`src/rtl/snps_pkg.sv`:
```
// Shared types, codes and constants of the sensor node poll scheduler.
`default_nettype none

package snps_pkg;

    // Default table depth.
    localparam int MAX_NODES_DEF = 8;

    // Register reset values.
    localparam logic [31:0] RST_REPLY_TIMEOUT = 32'd1000;
    localparam logic [15:0] RST_RADIO_PERIOD  = 16'd100;

    // Stream widths.
    localparam int IN_DATA_W  = 80;
    localparam int OUT_DATA_W = 24;

    // APB address width and register indexes (taken from paddr[2]).
    localparam int ADDR_W = 3;
    localparam logic REG_REPLY_TIMEOUT = 1'b0;
    localparam logic REG_RADIO_PERIOD  = 1'b1;

    // Item mode codes.
    localparam logic MODE_HEARTBEAT = 1'b0;
    localparam logic MODE_REGISTER  = 1'b1;

    // Received message kinds.
    localparam logic [1:0] KIND_OTHER    = 2'd0;
    localparam logic [1:0] KIND_UPDATE   = 2'd1;
    localparam logic [1:0] KIND_COMPLETE = 2'd2;
    localparam logic [1:0] KIND_RESERVED = 2'd3;

    typedef enum logic [2:0] {
        ST_IDLE,
        ST_DECODE,
        ST_SCAN_DUE,
        ST_TIMEOUT,
        ST_RADIO,
        ST_SCAN_ID,
        ST_DONE
    } state_t;

    // Commands from the controller to the datapath.
    typedef struct packed {
        logic capture;
        logic do_register;
        logic scan_next;
        logic scan_restart;
        logic start_poll;
        logic do_timeout;
        logic do_radio;
        logic reschedule;
        logic load_result;
    } cmd_t;

    // Status from the datapath to the controller.
    typedef struct packed {
        logic is_register;
        logic poll_idle;
        logic scan_end;
        logic due_hit;
        logic id_hit;
        logic finish_pending;
        logic out_free;
        logic reply_pending;
        logic active_valid;
    } stat_t;

endpackage

`default_nettype wire

```
`src/rtl/snps_ctrl.sv`:
```
// Controller state machine of the sensor node poll scheduler.
`default_nettype none

module snps_ctrl (
    input  wire logic           clk,
    input  wire logic           rst_n,
    input  wire logic           s_tvalid,
    output logic                s_tready,
    input  wire snps_pkg::stat_t stat,
    output snps_pkg::cmd_t      cmd
);
    import snps_pkg::*;

    state_t state_reg;
    state_t state_next;

    always_ff @(posedge clk or negedge rst_n)
    begin
        if (!rst_n)
        begin
            state_reg <= ST_IDLE;
        end
        else
        begin
            state_reg <= state_next;
        end
    end

    always_comb
    begin
        state_next = state_reg;
        cmd        = '0;
        s_tready   = 1'b0;
        unique case (state_reg)
            ST_IDLE:
            begin
                s_tready = 1'b1;
                if (s_tvalid)
                begin
                    cmd.capture = 1'b1;
                    state_next  = ST_DECODE;
                end
            end
            ST_DECODE:
            begin
                priority if (stat.is_register)
                begin
                    cmd.do_register = 1'b1;
                    state_next      = ST_DONE;
                end
                else if (stat.poll_idle)
                begin
                    state_next = ST_SCAN_DUE;
                end
                else
                begin
                    state_next = ST_TIMEOUT;
                end
            end
            ST_SCAN_DUE:
            begin
                priority if (stat.scan_end)
                begin
                    state_next = ST_TIMEOUT;
                end
                else if (stat.due_hit)
                begin
                    cmd.start_poll = 1'b1;
                    state_next     = ST_TIMEOUT;
                end
                else
                begin
                    cmd.scan_next = 1'b1;
                end
            end
            ST_TIMEOUT:
            begin
                cmd.do_timeout = 1'b1;
                state_next     = ST_RADIO;
            end
            ST_RADIO:
            begin
                cmd.do_radio     = 1'b1;
                cmd.scan_restart = 1'b1;
                state_next       = ST_SCAN_ID;
            end
            ST_SCAN_ID:
            begin
                priority if (!stat.finish_pending || stat.scan_end)
                begin
                    state_next = ST_DONE;
                end
                else if (stat.id_hit)
                begin
                    cmd.reschedule = 1'b1;
                    state_next     = ST_DONE;
                end
                else
                begin
                    cmd.scan_next = 1'b1;
                end
            end
            ST_DONE:
            begin
                if (stat.out_free)
                begin
                    cmd.load_result = 1'b1;
                    state_next      = ST_IDLE;
                end
            end
            default:
            begin
                state_next = ST_IDLE;
            end
        endcase
    end

endmodule

`default_nettype wire

```
`src/rtl/snps_dpath.sv`:
```
// Datapath of the sensor node poll scheduler: node table, poll state and result register.
`default_nettype none

module snps_dpath #(
    parameter int MAX_NODES = snps_pkg::MAX_NODES_DEF
) (
    input  wire logic                            clk,
    input  wire logic                            rst_n,
    input  wire snps_pkg::cmd_t                  cmd,
    output snps_pkg::stat_t                      stat,
    input  wire logic                            s_tuser,
    input  wire logic [snps_pkg::IN_DATA_W-1:0]  s_tdata,
    output logic                                 m_tvalid,
    input  wire logic                            m_tready,
    output logic [snps_pkg::OUT_DATA_W-1:0]      m_tdata,
    input  wire logic [31:0]                     reply_timeout_ms,
    input  wire logic [15:0]                     radio_period_ms
);
    import snps_pkg::*;

    localparam int CNT_W = $clog2(MAX_NODES + 1);
    localparam int IDX_W = (MAX_NODES > 1) ? $clog2(MAX_NODES) : 1;

    // Node table.
    logic [7:0]  node_ids       [MAX_NODES];
    logic [31:0] node_intervals [MAX_NODES];
    logic [31:0] node_due_times [MAX_NODES];

    // Captured item.
    logic        mode_reg, mode_next;
    logic [31:0] now_reg, now_next;
    logic [7:0]  id_reg, id_next;
    logic [31:0] interval_reg, interval_next;
    logic        rx_valid_reg, rx_valid_next;
    logic [1:0]  kind_reg, kind_next;
    logic        can_send_reg, can_send_next;

    // Scheduler state.
    logic [CNT_W-1:0] nodes_used_reg, nodes_used_next;
    logic [7:0]       active_node_reg, active_node_next;
    logic             active_valid_reg, active_valid_next;
    logic             send_pending_reg, send_pending_next;
    logic             reply_pending_reg, reply_pending_next;
    logic [31:0]      reply_deadline_reg, reply_deadline_next;
    logic [31:0]      next_radio_reg, next_radio_next;
    logic [CNT_W-1:0] idx_reg, idx_next;
    logic             fin_reg, fin_next;

    // Result being built and the output register.
    logic       r_send_reg, r_send_next;
    logic [7:0] r_send_node_reg, r_send_node_next;
    logic       r_timed_out_reg, r_timed_out_next;
    logic       r_deliv_reg, r_deliv_next;
    logic [1:0] r_kind_reg, r_kind_next;
    logic       r_ended_reg, r_ended_next;
    logic [7:0] r_ended_node_reg, r_ended_node_next;
    logic       r_full_reg, r_full_next;
    logic                  m_valid_reg, m_valid_next;
    logic [OUT_DATA_W-1:0] m_data_reg, m_data_next;

    logic [IDX_W-1:0] scan_idx;
    logic [IDX_W-1:0] fill_idx;
    logic             table_full;
    logic [31:0]      timeout_sum;
    logic [31:0]      radio_sum;
    logic [1:0]       in_kind;

    assign scan_idx    = idx_reg[IDX_W-1:0];
    assign fill_idx    = nodes_used_reg[IDX_W-1:0];
    assign table_full  = (nodes_used_reg == CNT_W'(MAX_NODES));
    assign timeout_sum = now_reg + reply_timeout_ms;
    assign radio_sum   = now_reg + {16'd0, radio_period_ms};
    assign in_kind     = s_tdata[74:73];

    always_comb
    begin
        stat                = '0;
        stat.is_register    = (mode_reg == MODE_REGISTER);
        stat.poll_idle      = !send_pending_reg && !reply_pending_reg;
        stat.scan_end       = (idx_reg >= nodes_used_reg);
        stat.due_hit        = (node_due_times[scan_idx] <= now_reg);
        stat.id_hit         = (node_ids[scan_idx] == active_node_reg);
        stat.finish_pending = fin_reg;
        stat.out_free       = !m_valid_reg || m_tready;
        stat.reply_pending  = reply_pending_reg;
        stat.active_valid   = active_valid_reg;
    end

    always_comb
    begin
        mode_next           = mode_reg;
        now_next            = now_reg;
        id_next             = id_reg;
        interval_next       = interval_reg;
        rx_valid_next       = rx_valid_reg;
        kind_next           = kind_reg;
        can_send_next       = can_send_reg;
        nodes_used_next     = nodes_used_reg;
        active_node_next    = active_node_reg;
        active_valid_next   = active_valid_reg;
        send_pending_next   = send_pending_reg;
        reply_pending_next  = reply_pending_reg;
        reply_deadline_next = reply_deadline_reg;
        next_radio_next     = next_radio_reg;
        idx_next            = idx_reg;
        fin_next            = fin_reg;
        r_send_next         = r_send_reg;
        r_send_node_next    = r_send_node_reg;
        r_timed_out_next    = r_timed_out_reg;
        r_deliv_next        = r_deliv_reg;
        r_kind_next         = r_kind_reg;
        r_ended_next        = r_ended_reg;
        r_ended_node_next   = r_ended_node_reg;
        r_full_next         = r_full_reg;
        m_valid_next        = m_valid_reg;
        m_data_next         = m_data_reg;

        if (cmd.capture)
        begin
            mode_next         = s_tuser;
            now_next          = s_tdata[31:0];
            id_next           = s_tdata[39:32];
            interval_next     = s_tdata[71:40];
            rx_valid_next     = s_tdata[72];
            // The reserved kind is handled and delivered as other.
            kind_next         = (in_kind == KIND_RESERVED) ? KIND_OTHER : in_kind;
            can_send_next     = s_tdata[75];
            idx_next          = '0;
            fin_next          = 1'b0;
            r_send_next       = 1'b0;
            r_send_node_next  = '0;
            r_timed_out_next  = 1'b0;
            r_deliv_next      = 1'b0;
            r_kind_next       = KIND_OTHER;
            r_ended_next      = 1'b0;
            r_ended_node_next = '0;
            r_full_next       = 1'b0;
        end

        if (cmd.do_register)
        begin
            if (table_full)
            begin
                r_full_next = 1'b1;
            end
            else
            begin
                nodes_used_next = nodes_used_reg + CNT_W'(1);
            end
        end

        if (cmd.scan_next)
        begin
            idx_next = idx_reg + CNT_W'(1);
        end
        if (cmd.scan_restart)
        begin
            idx_next = '0;
        end

        if (cmd.start_poll)
        begin
            active_node_next    = node_ids[scan_idx];
            active_valid_next   = 1'b1;
            reply_pending_next  = 1'b1;
            send_pending_next   = 1'b1;
            reply_deadline_next = timeout_sum;
        end

        if (cmd.do_timeout && reply_pending_reg && (reply_deadline_reg <= now_reg))
        begin
            if (active_valid_reg)
            begin
                r_ended_next      = 1'b1;
                r_ended_node_next = active_node_reg;
                fin_next          = 1'b1;
                active_valid_next = 1'b0;
            end
            reply_pending_next = 1'b0;
            r_timed_out_next   = 1'b1;
        end

        if (cmd.do_radio && (next_radio_reg <= now_reg))
        begin
            if (rx_valid_reg)
            begin
                if (kind_reg == KIND_UPDATE)
                begin
                    reply_deadline_next = timeout_sum;
                end
                // A completion with no active poll is delivered but ends nothing.
                if (kind_reg == KIND_COMPLETE && active_valid_reg)
                begin
                    r_ended_next       = 1'b1;
                    r_ended_node_next  = active_node_reg;
                    fin_next           = 1'b1;
                    active_valid_next  = 1'b0;
                    reply_pending_next = 1'b0;
                end
                r_deliv_next = 1'b1;
                r_kind_next  = kind_reg;
            end
            if (send_pending_reg && can_send_reg)
            begin
                r_send_next       = 1'b1;
                r_send_node_next  = active_node_reg;
                send_pending_next = 1'b0;
            end
            next_radio_next = radio_sum;
        end

        if (cmd.reschedule)
        begin
            fin_next = 1'b0;
        end

        if (cmd.load_result)
        begin
            m_valid_next = 1'b1;
            m_data_next  = {1'b0, r_full_reg, r_ended_node_reg, r_ended_reg, r_kind_reg,
                            r_deliv_reg, r_timed_out_reg, r_send_node_reg, r_send_reg};
        end
        else if (m_tready)
        begin
            m_valid_next = 1'b0;
        end
    end

    always_ff @(posedge clk or negedge rst_n)
    begin
        if (!rst_n)
        begin
            nodes_used_reg     <= '0;
            active_node_reg    <= '0;
            active_valid_reg   <= 1'b0;
            send_pending_reg   <= 1'b0;
            reply_pending_reg  <= 1'b0;
            reply_deadline_reg <= '0;
            next_radio_reg     <= '0;
            idx_reg            <= '0;
            fin_reg            <= 1'b0;
            mode_reg           <= MODE_HEARTBEAT;
            m_valid_reg        <= 1'b0;
        end
        else
        begin
            nodes_used_reg     <= nodes_used_next;
            active_node_reg    <= active_node_next;
            active_valid_reg   <= active_valid_next;
            send_pending_reg   <= send_pending_next;
            reply_pending_reg  <= reply_pending_next;
            reply_deadline_reg <= reply_deadline_next;
            next_radio_reg     <= next_radio_next;
            idx_reg            <= idx_next;
            fin_reg            <= fin_next;
            mode_reg           <= mode_next;
            m_valid_reg        <= m_valid_next;
        end
    end

    always_ff @(posedge clk)
    begin
        now_reg          <= now_next;
        id_reg           <= id_next;
        interval_reg     <= interval_next;
        rx_valid_reg     <= rx_valid_next;
        kind_reg         <= kind_next;
        can_send_reg     <= can_send_next;
        r_send_reg       <= r_send_next;
        r_send_node_reg  <= r_send_node_next;
        r_timed_out_reg  <= r_timed_out_next;
        r_deliv_reg      <= r_deliv_next;
        r_kind_reg       <= r_kind_next;
        r_ended_reg      <= r_ended_next;
        r_ended_node_reg <= r_ended_node_next;
        r_full_reg       <= r_full_next;
        m_data_reg       <= m_data_next;
    end

    // Table writes: a new entry at the fill point, or a reschedule at the scan point.
    always_ff @(posedge clk)
    begin
        if (cmd.do_register && !table_full)
        begin
            node_ids[fill_idx]       <= id_reg;
            node_intervals[fill_idx] <= interval_reg;
            node_due_times[fill_idx] <= now_reg + interval_reg;
        end
        if (cmd.reschedule)
        begin
            node_due_times[scan_idx] <= now_reg + node_intervals[scan_idx];
        end
    end

    assign m_tvalid = m_valid_reg;
    assign m_tdata  = m_data_reg;

endmodule

`default_nettype wire

```
`src/rtl/sensor_node_poll_scheduler_top.sv`:
```
// Top level of the sensor node poll scheduler: APB registers, controller and datapath.
`default_nettype none

// Steps: a registration word passes decode and done; a heartbeat word passes decode,
// the due-time scan (when no poll is pending), timeout check, radio service, reschedule
// scan and done; the two table scans each visit one table entry per cycle.
// Throughput: one word at a time; the next input word is taken as soon as the result of
// the previous one sits in the output register, even if that result is not yet taken.
// Reset: rst_n clears the table fill count, the poll state and the radio timer, and sets
// the reply timeout to 1000 ms and the radio period to 100 ms; table entries are not cleared.
module sensor_node_poll_scheduler_top #(
    parameter int MAX_NODES = snps_pkg::MAX_NODES_DEF
) (
    input  wire logic                            clk,
    input  wire logic                            rst_n,
    // Input stream.
    input  wire logic                            s_tvalid,
    output logic                                 s_tready,
    // s_tdata from bit 0 up: time_ms[31:0], node_id[39:32], interval_ms[71:40],
    // rx_valid[72], rx_kind[74:73], radio_can_send[75], zero fill[79:76].
    input  wire logic [snps_pkg::IN_DATA_W-1:0]  s_tdata,
    // s_tuser: mode (0 heartbeat, 1 register node).
    input  wire logic                            s_tuser,
    // Output stream.
    output logic                                 m_tvalid,
    input  wire logic                            m_tready,
    // m_tdata from bit 0 up: send_valid[0], send_node[8:1], timed_out[9], rx_delivered[10],
    // delivered_kind[12:11], poll_ended[13], ended_node[21:14], table_full[22], zero[23].
    output logic [snps_pkg::OUT_DATA_W-1:0]      m_tdata,
    // APB register port.
    input  wire logic                            psel,
    input  wire logic                            penable,
    input  wire logic                            pwrite,
    input  wire logic [snps_pkg::ADDR_W-1:0]     paddr,
    input  wire logic [31:0]                     pwdata,
    output logic [31:0]                          prdata,
    output logic                                 pready
);
    import snps_pkg::*;

    cmd_t  cmd;
    stat_t stat;

    logic [31:0] reply_timeout_reg;
    logic [15:0] radio_period_reg;
    logic        cfg_write;
    logic        cfg_sel;

    // Registers are selected by address bit 2: the reply timeout at 0, the radio period at 4.
    assign pready    = 1'b1;
    assign cfg_sel   = paddr[2];
    assign cfg_write = psel && penable && pwrite && pready;

    always_ff @(posedge clk or negedge rst_n)
    begin
        if (!rst_n)
        begin
            reply_timeout_reg <= RST_REPLY_TIMEOUT;
            radio_period_reg  <= RST_RADIO_PERIOD;
        end
        else if (cfg_write)
        begin
            unique case (cfg_sel)
                REG_REPLY_TIMEOUT: reply_timeout_reg <= pwdata;
                REG_RADIO_PERIOD:  radio_period_reg  <= pwdata[15:0];
                default:           reply_timeout_reg <= reply_timeout_reg;
            endcase
        end
    end

    always_comb
    begin
        unique case (cfg_sel)
            REG_REPLY_TIMEOUT: prdata = reply_timeout_reg;
            REG_RADIO_PERIOD:  prdata = {16'd0, radio_period_reg};
            default:           prdata = '0;
        endcase
    end

    // The controller steps through decode, due-time scan, timeout check, radio service
    // and reschedule scan; the datapath holds the table and applies each step.
    snps_ctrl u_ctrl (
        .clk      (clk),
        .rst_n    (rst_n),
        .s_tvalid (s_tvalid),
        .s_tready (s_tready),
        .stat     (stat),
        .cmd      (cmd)
    );

    snps_dpath #(
        .MAX_NODES (MAX_NODES)
    ) u_dpath (
        .clk              (clk),
        .rst_n            (rst_n),
        .cmd              (cmd),
        .stat             (stat),
        .s_tuser          (s_tuser),
        .s_tdata          (s_tdata),
        .m_tvalid         (m_tvalid),
        .m_tready         (m_tready),
        .m_tdata          (m_tdata),
        .reply_timeout_ms (reply_timeout_reg),
        .radio_period_ms  (radio_period_reg)
    );

    // A pending reply always belongs to an active poll.
    assert property (@(posedge clk) disable iff (!rst_n)
        stat.reply_pending |-> stat.active_valid)
    else $error("reply pending without an active poll");

    // Only one word is in work at a time.
    assert property (@(posedge clk) disable iff (!rst_n)
        (s_tvalid && s_tready) |=> !s_tready)
    else $error("second word accepted while one is in work");

    // A refused registration reports nothing else.
    assert property (@(posedge clk) disable iff (!rst_n)
        (m_tvalid && m_tdata[22]) |-> (m_tdata[21:0] == 22'd0))
    else $error("table full result carries other fields");

endmodule

`default_nettype wire

```
`config.mk`:
```
export PLATFORM = sky130hd
export DESIGN_NAME = sensor_node_poll_scheduler_top
export DESIGN_NICKNAME = d
export VERILOG_FILES = /design/src/rtl/snps_pkg.sv /design/src/rtl/snps_ctrl.sv /design/src/rtl/snps_dpath.sv /design/src/rtl/sensor_node_poll_scheduler_top.sv
export SDC_FILE = /design/constraint.sdc
export NUM_CORES = 1
export LEC_CHECK = 0
export BUFFER_PORTS_ARGS = -buffer_cell sky130_fd_sc_hd__clkbuf_2
export CAP_MARGIN = 10
export CORE_MARGIN = 3
export CORE_UTILIZATION = 35
export CTS_CLUSTER_DIAMETER = 30
export DETAILED_ROUTE_END_ITERATION = 16
export HOLD_SLACK_MARGIN = 0.1
export SYNTH_ARGS = -nofsm -noshare
export SYNTH_HDL_FRONTEND = slang
export SYNTH_SLANG_ARGS = --single-unit
```
`constraint.sdc`:
```
create_clock -name clk -period 8.36 [get_ports clk]
set_input_delay 1.254 -clock clk [delete_from_list [all_inputs] [get_ports clk]]
set_output_delay 1.254 -clock clk [all_outputs]
set_load 0.05 [all_outputs]
```
==> flow_summary.toml, run 1 <==
[worst_hold_path]
hold_depth = 0
holdCritStartpoint = "u_dpath.r_ended_node_reg[0]"
worst_hold_path.endpoint = "u_dpath.m_tdata[14]"
hp-class = "flip-flop to flip-flop"

[die]
die_width_um = 334
die_area_um2 = 112000
io-pin-count = 182
row_count = 119
die_h_um = 334
core_area_um2 = 106000
initial_utilization_pct = 35.6

[critical_path]
crit_path_arrival_time_ns = 7.30
worstRegToRegCells = 18
critical-path-slowest-cell = "sky130_fd_sc_hd__dfrtp_4"
reg2reg_slack_ns = 1.51
crit_path_max_fanout = 49
critPathKind = "flip-flop to flip-flop"
worstSetupEndpointType = "flip-flop"
cp_slowest_stage_delay_ns = 1.05
crit_path_cells = "mux4_2, mux2_4, xnor2_2, nor4_1, and4b_2, buf_4, nor2_1, a21oi_1, ha_1, a21oi_1, o21ai_0, a21oi_1, o21ai_0, a2111oi_2, o41ai_1, a31oi_1, o21ai_1, xor2_1"
rr_endpoint = "u_dpath.node_due_times[0][29]"
cp.required_ns = 8.81
nature_of_the_critical_path_startpoint = "flip-flop"
crit_path_top_cell_by_count = "sky130_fd_sc_hd__a21oi_1"
reg2reg_from = "u_dpath.idx_reg[2]"

[cts]
cts_root_buf = "sky130_fd_sc_hd__clkbuf_16"
tritoncts = "done"
maximum_level_of_the_cts_h_tree = 4
clk_pin_slew_ns = 0.05
cts_num_sinks = 835
cts-buffers-inserted = 173
clk_latency_ns = 0.74
bufs_on_longest_clock_path = 3
post_cts_hold_buffer_count = 0
post-cts-setup-buffer-count = 0
ctsResizeCount = 0

[synth]
yosys_warnings = 0
synth-edff-count = 675
synthesis.nets = 2736
yosys_register_bits = 835
async_reset_ff_share_pct = 16.4
synthDistinctLibCells = 75
synth_flop_cell = "sky130_fd_sc_hd__edfxtp_1"
synth_seq_area_share_pct = 64.0
postSynthCellCount = 2429
synthesis.area_um2 = 37800
syn_avg_cell_area_um2 = 15.5

[power]
swShare_pct = 29.4
power.switching_w = 0.00470
power_frac_seq_pct = 35.3
total_power_w = 0.0160
p_per_area_nw_per_um2 = 346
internal_power_w = 0.0113
leakage_nw = 17.0
share_clk_of_total_power_pct = 42.6
combPwrFrac_pct = 22.0
worst_ir_drop_vdd_v = 0.000201

[sta]
slew_viol_final = 0
fin_tns_setup_ns = 0
max_slew_margin_pct = 20.9
hold_viol = 0
finalClockSkew_ns = 0.0352
highest_achievable_clock_rate_mhz = 146
time_the_final_worst_path_needs_with_i_o_delays_and_setup_ns = 6.85
fin_crit_sh_pct = 81.9
rsz0062_at_grt = "false"
timing.hold.ws_ns = 0.422
setup_viol_count_final = 0
max_slew.worst_pin.slew_ns = 1.18

[routing]
routed_via_density = 5.18
post-route-drc-count = 0
detail_route.wirelength_um = 91200
average_wire_per_cell_in_the_routed_design_um = 21.4
firstDrtPassIters = 5
vias = 22100
ant_nets = 0
initial_detailed_routing_violation_count = 1410

[cells_and_area]
fillers = 9334
area_growth_pct = 22.6
post_route_cells_drive_above_1_share_pct = 27.3
layout.nets = 3028
largestRegisters = "u_dpath.node_due_times: 256 flops, u_dpath.node_intervals: 256 flops, u_dpath.node_ids: 64 flops"
multi_input_area_um2 = 13000
most_frequent_cells_in_the_layout = "sky130_fd_sc_hd__edfxtp_1, sky130_fd_sc_hd__ha_1, sky130_fd_sc_hd__clkbuf_16"
sequential_cell_area_um2 = 24200
final_common_cell = "sky130_fd_sc_hd__edfxtp_1"

[global_routing]
grt_usage_pct = 16.3
first_global_vias = 23200
grt_overflow_total = 0
pin_count_of_the_biggest_net_entering_global_routing = 88
initial_antenna_violation_count = 1
global_route_wire_length_before_repair_um = 139000

[run_status]
outcome = "completed"

[flow_run]
cap_violations = 0

[placement]
dpl.hpwl_um = 58900
place.gp.congestion = 0.847
io_buffers = 173
Yosys cell counts (all sizes together), types with 23 or more instances:
cell | n | share of area [%]
nand4 | 27 | 0.45
mux4 | 136 | 8.1
dfxtp | 23 | 1.2
nor2 | 102 | 1.0
o21ai | 94 | 1.2
xnor2 | 75 | 1.8
nor2b | 35 | 0.58
inv | 82 | 0.81
nand2 | 126 | 1.3
ha | 181 | 6.0
a21o | 55 | 1.1
dfrtp | 128 | 8.5
edfxtp | 675 | 54
mux2i | 65 | 1.7
clkbuf | 47 | 0.47
a21oi | 142 | 1.9
buf | 40 | 0.57
mux2 | 137 | 4.1
layer usage:
metal  vias to the layer above  GRT usage, %  routed length, um
met5                         -             0                  0
met4                         0          5.32               2020
met3                       151          3.16               5040
met2                       622          26.7              43400
met1                     11200          22.0              40700
li1                      10100             -                  -
logic make-up (layout without fill, tap and decap cells):
kind of cell             after synthesis  count (layout)  share of synthesized area, %
flip-flops                           835             835                          64.0
AO/OA/AOI/OAI                        407             407                          6.67
adder cells (fa/ha/maj)              184             184                          6.16
multiplexers                         338             338                          13.9
XOR/XNOR                              93              93                          2.22
AND/OR/NAND/NOR                      401             401                          5.16
buffers and inverters                169             608                          1.85
other                                  2               4                        0.0199
worst max-delay path: cells and delay by family, from the launching register on:
kind,cells,cell delay (ns)
multiplexers,2,0.72
AO/OA/AOI/OAI,9,2.22
AND/OR/NAND/NOR,3,1.25
flip-flops,1,1.05
adder cells (fa/ha/maj),1,0.37
XOR/XNOR,2,0.58
buffers and inverters,1,0.35
power groups by stage:
stage,logic (W),clock network [W],registers [W]
final,0.00353,0.00682,0.00565
after CTS,0.00356,0.00694,0.00566
after global routing,0.00391,0.00717,0.00572
after floorplan,0.00266,0,0.00561
after global placement,0.00341,0,0.00570
after detailed placement,0.00353,0,0.00573
cell type report:
| cell class | instances | share of cell area (%) |
|---|---|---|
| tap | 1391 | 3.76 |
| antenna | 2 | 0.0108 |
| clock inverter | 124 | 3.02 |
| clock buffer | 198 | 9.82 |
| inverter | 82 | 0.670 |
| sequential | 835 | 52.2 |
| multi-input combinational | 1425 | 28.1 |
| timing repair buffer | 204 | 2.39 |
per-stage QoR:
step | worst slack, ns | utilization (%) | cell area, um2 | std cells
2_1_floorplan | 2.29 | - | 37800 | 2429
3_3_place_gp | 1.59 | 38.0 | 40300 | 3936
3_5_place_dp | 1.54 | 38.0 | 40300 | 3937
4_1_cts | 1.46 | 43.6 | 46300 | 4259
5_1_grt | 1.03 | 43.6 | 46300 | 4259
6_report | 1.51 | 43.6 | 46300 | 4261
worst max path at each step:
stage	startpoint	end
global route	u_dpath.idx_reg[2]	u_dpath.node_due_times[0][29]
CTS	u_dpath.idx_reg[2]	u_dpath.node_due_times[0][29]
floorplan	u_ctrl.state_reg[0]	u_dpath.node_due_times[1][0]
global placement	u_dpath.idx_reg[2]	u_dpath.node_due_times[4][29]
detailed placement	u_dpath.idx_reg[2]	u_dpath.node_due_times[7][29]
finish	u_dpath.idx_reg[2]	u_dpath.node_due_times[0][29]
Note: power is estimated with default switching activity, not from simulation.
==> run 2: changes to the inputs <==
==> constraint.sdc (replaced) <==
create_clock -name clk -period 6 [get_ports clk]
set_input_delay 0.9 -clock clk [delete_from_list [all_inputs] [get_ports clk]]
set_output_delay 0.9 -clock clk [all_outputs]
set_load 0.05 [all_outputs]
==> run 2 against run 1 <==
Sequential cell count is the same; non-clock buffer count grew 25; register-to-register slack lost 1.2 ns; largest cell class unchanged; highest routed layer is now met5.
==> flow_summary.toml, run 2 (same netlist as run 1, synthesis figures left out) <==
[critical_path]
worstSetupEndpointType = "flip-flop"
crit_path_arrival_time_ns = 6.15
crit_path_max_fanout = 12
setup.worst_path.start = "u_dpath.idx_reg[1]"
nature_of_the_critical_path_startpoint = "flip-flop"
reg2reg_from = "u_dpath.idx_reg[1]"
critPathKind = "flip-flop to flip-flop"
cp.required_ns = 6.45

[placement]
dp_slack_ns = -0.0538
io_buffers = 173
dpl.hpwl_um = 61000
place.gp.congestion = 0.847

[routing]
average_wire_per_cell_in_the_routed_design_um = 21.6
detail_route.wirelength_um = 92500
routed_via_density = 5.19
post-route-drc-count = 0
ant_nets = 0
initial_detailed_routing_violation_count = 1570
vias = 22200
firstDrtPassIters = 7

[global_routing]
pin_count_of_the_biggest_net_entering_global_routing = 62
first_global_vias = 23600
grt_overflow_total = 0
grt_usage_pct = 16.6
initial_antenna_violation_count = 4
global_route_wire_length_before_repair_um = 141000

[power]
p_per_area_nw_per_um2 = 486
total_power_w = 0.0227
worst_ir_drop_vdd_v = 0.000309
leakage_nw = 17.2

[cells_and_area]
finish.utilization_pct = 44.1
layout.nets = 3053
final_common_cell = "sky130_fd_sc_hd__edfxtp_1"
most_frequent_cells_in_the_layout = "sky130_fd_sc_hd__edfxtp_1, sky130_fd_sc_hd__ha_1, sky130_fd_sc_hd__clkbuf_16"
area_growth_pct = 23.8
largestRegisters = "u_dpath.node_due_times: 256 flops, u_dpath.node_intervals: 256 flops, u_dpath.node_ids: 64 flops"
post_route_cells_drive_above_1_share_pct = 28.0
antenna-diode-count = 0

[sta]
slew_viol_final = 0
highest_achievable_clock_rate_mhz = 175
setup_viol_count_final = 0
finalClockSkew_ns = 0.0387
fin_crit_sh_pct = 95.0
hold_viol = 0
finalWorstSetupSlack_ns = 0.301
timing.hold.ws_ns = 0.130
max_slew_margin_pct = 23.0
time_the_final_worst_path_needs_with_i_o_delays_and_setup_ns = 5.70
max_slew.worst_pin.slew_ns = 1.15

[cts]
clk_latency_ns = 0.73
post_cts_hold_buffer_count = 0
post-cts-setup-buffer-count = 0
cts_root_buf = "sky130_fd_sc_hd__clkbuf_16"
clk_pin_slew_ns = 0.05
maximum_level_of_the_cts_h_tree = 4
cts_num_sinks = 835
bufs_on_longest_clock_path = 3
cts-buffers-inserted = 173
tritoncts = "done"

[die]
die_area_um2 = 112000
initial_utilization_pct = 35.6
core_area_um2 = 106000
die_width_um = 334
die_h_um = 334
io-pin-count = 182
row_count = 119

[run_status]
outcome = "completed"

[flow_run]
cap_violations = 0

[worst_hold_path]
hp-class = "input pin to asynchronous set/reset pin"
[run 2: stage by stage]
| stage | setup TNS [ns] | cells | instance area, um2 |
|---|---|---|---|
| 2_1_floorplan | 0 | 2429 | 37800 |
| 3_3_place_gp | 0 | 3961 | 40500 |
| 3_5_place_dp | -1.40 | 3961 | 40500 |
| 4_1_cts | 0 | 4282 | 46700 |
| 5_1_grt | -0.0170 | 4283 | 46800 |
| 6_report | 0 | 4283 | 46800 |
[run 2: timing repair]
item	in CTS	in global routing
pin swaps	0	0
setup endpoints to repair	48	88
gates resized for setup	3	10
[run 2: worst paths after layout]
check                      cells past startpoint                       endpoint  slack [ns]
setup / recovery                              19  u_dpath.node_due_times[7][24]        0.30
hold / removal                                 1          reply_timeout_reg[24]        0.13
setup reg to reg                              19  u_dpath.node_due_times[7][24]        0.30
hold reg to reg                                0            u_dpath.m_tdata[21]        0.42
max in group asynchronous                      2             u_dpath.idx_reg[1]        4.63
min in group clk                               1              u_dpath.id_reg[1]        0.34
[run 2: worst max-delay path, stage by stage (launching register included)]
cell and delay (ns):
sky130_fd_sc_hd__dfrtp_4 0.54, sky130_fd_sc_hd__mux4_2 0.53, sky130_fd_sc_hd__mux2_2 0.30, sky130_fd_sc_hd__xnor2_1 0.14
sky130_fd_sc_hd__nor4_2 0.36, sky130_fd_sc_hd__buf_4 0.17, sky130_fd_sc_hd__and4b_4 0.36, sky130_fd_sc_hd__a21oi_1 0.12
sky130_fd_sc_hd__ha_1 0.23, sky130_fd_sc_hd__fa_1 0.44, sky130_fd_sc_hd__a21o_1 0.19, sky130_fd_sc_hd__a21oi_1 0.32
sky130_fd_sc_hd__o2111ai_1 0.27, sky130_fd_sc_hd__and3_1 0.27, sky130_fd_sc_hd__o31ai_1 0.23, sky130_fd_sc_hd__buf_4 0.16
sky130_fd_sc_hd__o21ai_0 0.13, sky130_fd_sc_hd__a21o_1 0.22, sky130_fd_sc_hd__a21oi_1 0.23, sky130_fd_sc_hd__xnor2_2 0.15
[run 2: layout make-up]
cell class	count	area, um2
fill	9268	59400
timing repair buffer	229	1320
multi-input combinational	1425	13100
inverter	82	310
clock buffer	201	4530
clock inverter	120	1600
tap	1391	1740
sequential	835	24200
[run 2: power breakdown]
group | total [W] | switching (W) | leakage, nW | internal, W
combinational | 0.00507 | 0.00293 | 6.34 | 0.00215
sequential | 0.00781 | 0.000509 | 7.94 | 0.00731
clock | 0.00986 | 0.00311 | 2.95 | 0.00675
[run 2: metal layers]
metal	track usage, %	up-vias	wire length (um)
met5	0	-	33
li1	-	10200	-
met3	3.61	155	5620
met4	5.38	4	2020
met1	21.8	11300	40300
met2	27.4	665	44500
==> run 3: changes to the inputs <==
==> constraint.sdc (replaced) <==
create_clock -name clk -period 7.15 [get_ports clk]
set_input_delay 1.0725 -clock clk [delete_from_list [all_inputs] [get_ports clk]]
set_output_delay 1.0725 -clock clk [all_outputs]
set_load 0.05 [all_outputs]
==> run 3 against run 2 <==
First-iteration DRC count shrank 5.9%; die area is the same; sequential share of layout area up 0.55 points; cell area fell by 1.0%; wire length decreased by 2.1%; fmax decreased by 14%; sequential cell count stayed put; hold slack better by 0.27 ns; clock skew rose by 0.013 ns; worst setup slack better by 0.21 ns; highest routed layer unchanged.
==> flow_summary.toml, run 3 (same netlist as run 1, synthesis figures left out) <==
[global_routing]
grt_overflow_total = 0
initial_antenna_violation_count = 1
global_route_wire_length_before_repair_um = 139000
grt_usage_pct = 16.3
pin_count_of_the_biggest_net_entering_global_routing = 102
first_global_vias = 23200

[placement]
place.gp.congestion = 0.856
io_buffers = 173
dpl.hpwl_um = 58700

[routing]
routed_via_density = 5.17
post-route-drc-count = 0
ant_nets = 0
detail_route.wirelength_um = 90600
vias = 22000
average_wire_per_cell_in_the_routed_design_um = 21.3
initial_detailed_routing_violation_count = 1477
firstDrtPassIters = 5

[cts]
cts-buffers-inserted = 168
bufs_on_longest_clock_path = 3
maximum_level_of_the_cts_h_tree = 4
cts_root_buf = "sky130_fd_sc_hd__clkbuf_16"
tritoncts = "done"
clk_latency_ns = 0.74
ctsResizeCount = 0
cts_num_sinks = 835
post-cts-setup-buffer-count = 0
post_cts_hold_buffer_count = 0
clk_pin_slew_ns = 0.04

[worst_hold_path]
hp-class = "input pin to asynchronous set/reset pin"

[cells_and_area]
final_common_cell = "sky130_fd_sc_hd__edfxtp_1"
post_route_cells_drive_above_1_share_pct = 27.1
antenna-diode-count = 0
sequential_cell_area_um2 = 24200
area_growth_pct = 22.5
most_frequent_cells_in_the_layout = "sky130_fd_sc_hd__edfxtp_1, sky130_fd_sc_hd__ha_1, sky130_fd_sc_hd__clkbuf_16"
fillers = 9280
layout.nets = 3027
largestRegisters = "u_dpath.node_due_times: 256 flops, u_dpath.node_intervals: 256 flops, u_dpath.node_ids: 64 flops"
multi_input_area_um2 = 13000

[critical_path]
cp.required_ns = 7.59
crit_path_cells = "buf_12, mux2_1, o22ai_1, nor3_1, nor4_2, and4b_2, buf_4, nor2_1, a21oi_1, ha_1, a31oi_1, o2111ai_1, and3_1, o31ai_1, o221a_2, o21bai_1, a21oi_1, xnor2_1"
critical-path-slowest-cell = "sky130_fd_sc_hd__and4b_2"
rr_endpoint = "u_dpath.node_due_times[5][28]"
critPathTopFamily = "compound AO/OA/AOI/OAI gates"
crit_path_max_fanout = 101
worstRegToRegCells = 18
critPathKind = "flip-flop to flip-flop"
reg2reg_from = "u_dpath.idx_reg[1]"
crit_path_arrival_time_ns = 7.08
nature_of_the_critical_path_startpoint = "flip-flop"
cp_slowest_stage_delay_ns = 0.71
cp_num_buf_inv = 2
crit_path_top_cell_by_count = "sky130_fd_sc_hd__a21oi_1"
worstSetupPathDepth = 18
reg2reg_slack_ns = 0.51
worstSetupEndpointType = "flip-flop"

[die]
initial_utilization_pct = 35.6
core_area_um2 = 106000
die_area_um2 = 112000
die_h_um = 334
row_count = 119
die_width_um = 334
io-pin-count = 182

[sta]
max_slew_margin_pct = 26.0
slew_viol_final = 0
max_slew.worst_pin.slew_ns = 1.11
hold_viol = 0
fin_crit_sh_pct = 92.9
rsz0062_at_grt = "false"
finalClockSkew_ns = 0.0522
setup_viol_count_final = 0
fin_tns_setup_ns = 0
highest_achievable_clock_rate_mhz = 151
time_the_final_worst_path_needs_with_i_o_delays_and_setup_ns = 6.64

[power]
p_per_area_nw_per_um2 = 402
total_power_w = 0.0186
leakage_nw = 16.9
worst_ir_drop_vdd_v = 0.000259

[flow_run]
cap_violations = 0

[run_status]
outcome = "completed"
-- run 3: changes by cell type in the layout (fill, tap and decap cells not counted), sizes merged --
cell / change
clkinv: -2
clkbuf: -3
buf: -21
clkinvlp: +11
bufinv: -11
-- run 3: worst max-delay path by stage --
stage / startpoint / to / slack (ns)
5_1_grt: u_dpath.idx_reg[1] / u_dpath.node_due_times[5][28] / 0.02
2_1_floorplan: u_ctrl.state_reg[0] / u_dpath.node_due_times[1][0] / 1.08
4_1_cts: u_dpath.idx_reg[1] / u_dpath.node_due_times[4][29] / 0.44
6_report: u_dpath.idx_reg[1] / u_dpath.node_due_times[5][28] / 0.51
3_5_place_dp: u_dpath.idx_reg[1] / u_dpath.node_due_times[7][28] / 0.54
3_3_place_gp: u_dpath.idx_reg[1] / u_dpath.node_due_times[2][24] / 0.65
-- run 3: worst register-to-register path, delay by kind of cell, from the launching register on --
| kind | cells | cell delay, ns |
|---|---|---|
| AOI/OAI and AO/OA | 8 | 2.13 |
| and+or+nand+nor | 5 | 1.54 |
| buffers and inverters | 2 | 0.97 |
| DFF | 1 | 0.67 |
| muxes | 1 | 0.39 |
| adders and majority gates | 1 | 0.35 |
| xor gates and xnor gates | 1 | 0.30 |
-- run 3: routing by layer --
| layer | routed length, um | GRT usage (%) |
|---|---|---|
| met2 | 42700 | 26.4 |
| met3 | 5310 | 3.36 |
| met4 | 1790 | 5.02 |
| met5 | 12 | 0 |
| met1 | 40700 | 22.0 |
-- run 3: report_power, final --
group | switching, W | internal, W | total, W
Clock | 0.00263 | 0.00523 | 0.00786
Combinational | 0.00243 | 0.00177 | 0.00420
Sequential | 0.000434 | 0.00613 | 0.00656
Total | 0.00550 | 0.0131 | 0.0186
-- run 3: final cells by class --
class                      count  share of cell area, %
multi-input combinational   1425                   28.1
timing repair buffer         208                   2.55
tap                         1391                   3.76
clock buffer                 198                   9.64
inverter                      82                  0.671
clock inverter               118                   3.00
sequential                   835                   52.3
-- run 3: stage by stage --
| stage | hold slack (ns) | utilization [%] | instances | worst slack, ns | cell area, um2 |
|---|---|---|---|---|---|
| final | 0.397 | 43.6 | 4257 | 0.510 | 46300 |
| after detailed placement | 0.415 | 38.1 | 3940 | 0.537 | 40400 |
| after global routing | 0.430 | 43.6 | 4257 | 0.0163 | 46300 |
| after global placement | 0.414 | 38.0 | 3939 | 0.645 | 40400 |
| after CTS | 0.377 | 43.6 | 4256 | 0.437 | 46200 |
| after floorplan | 0.408 | - | 2429 | 1.08 | 37800 |
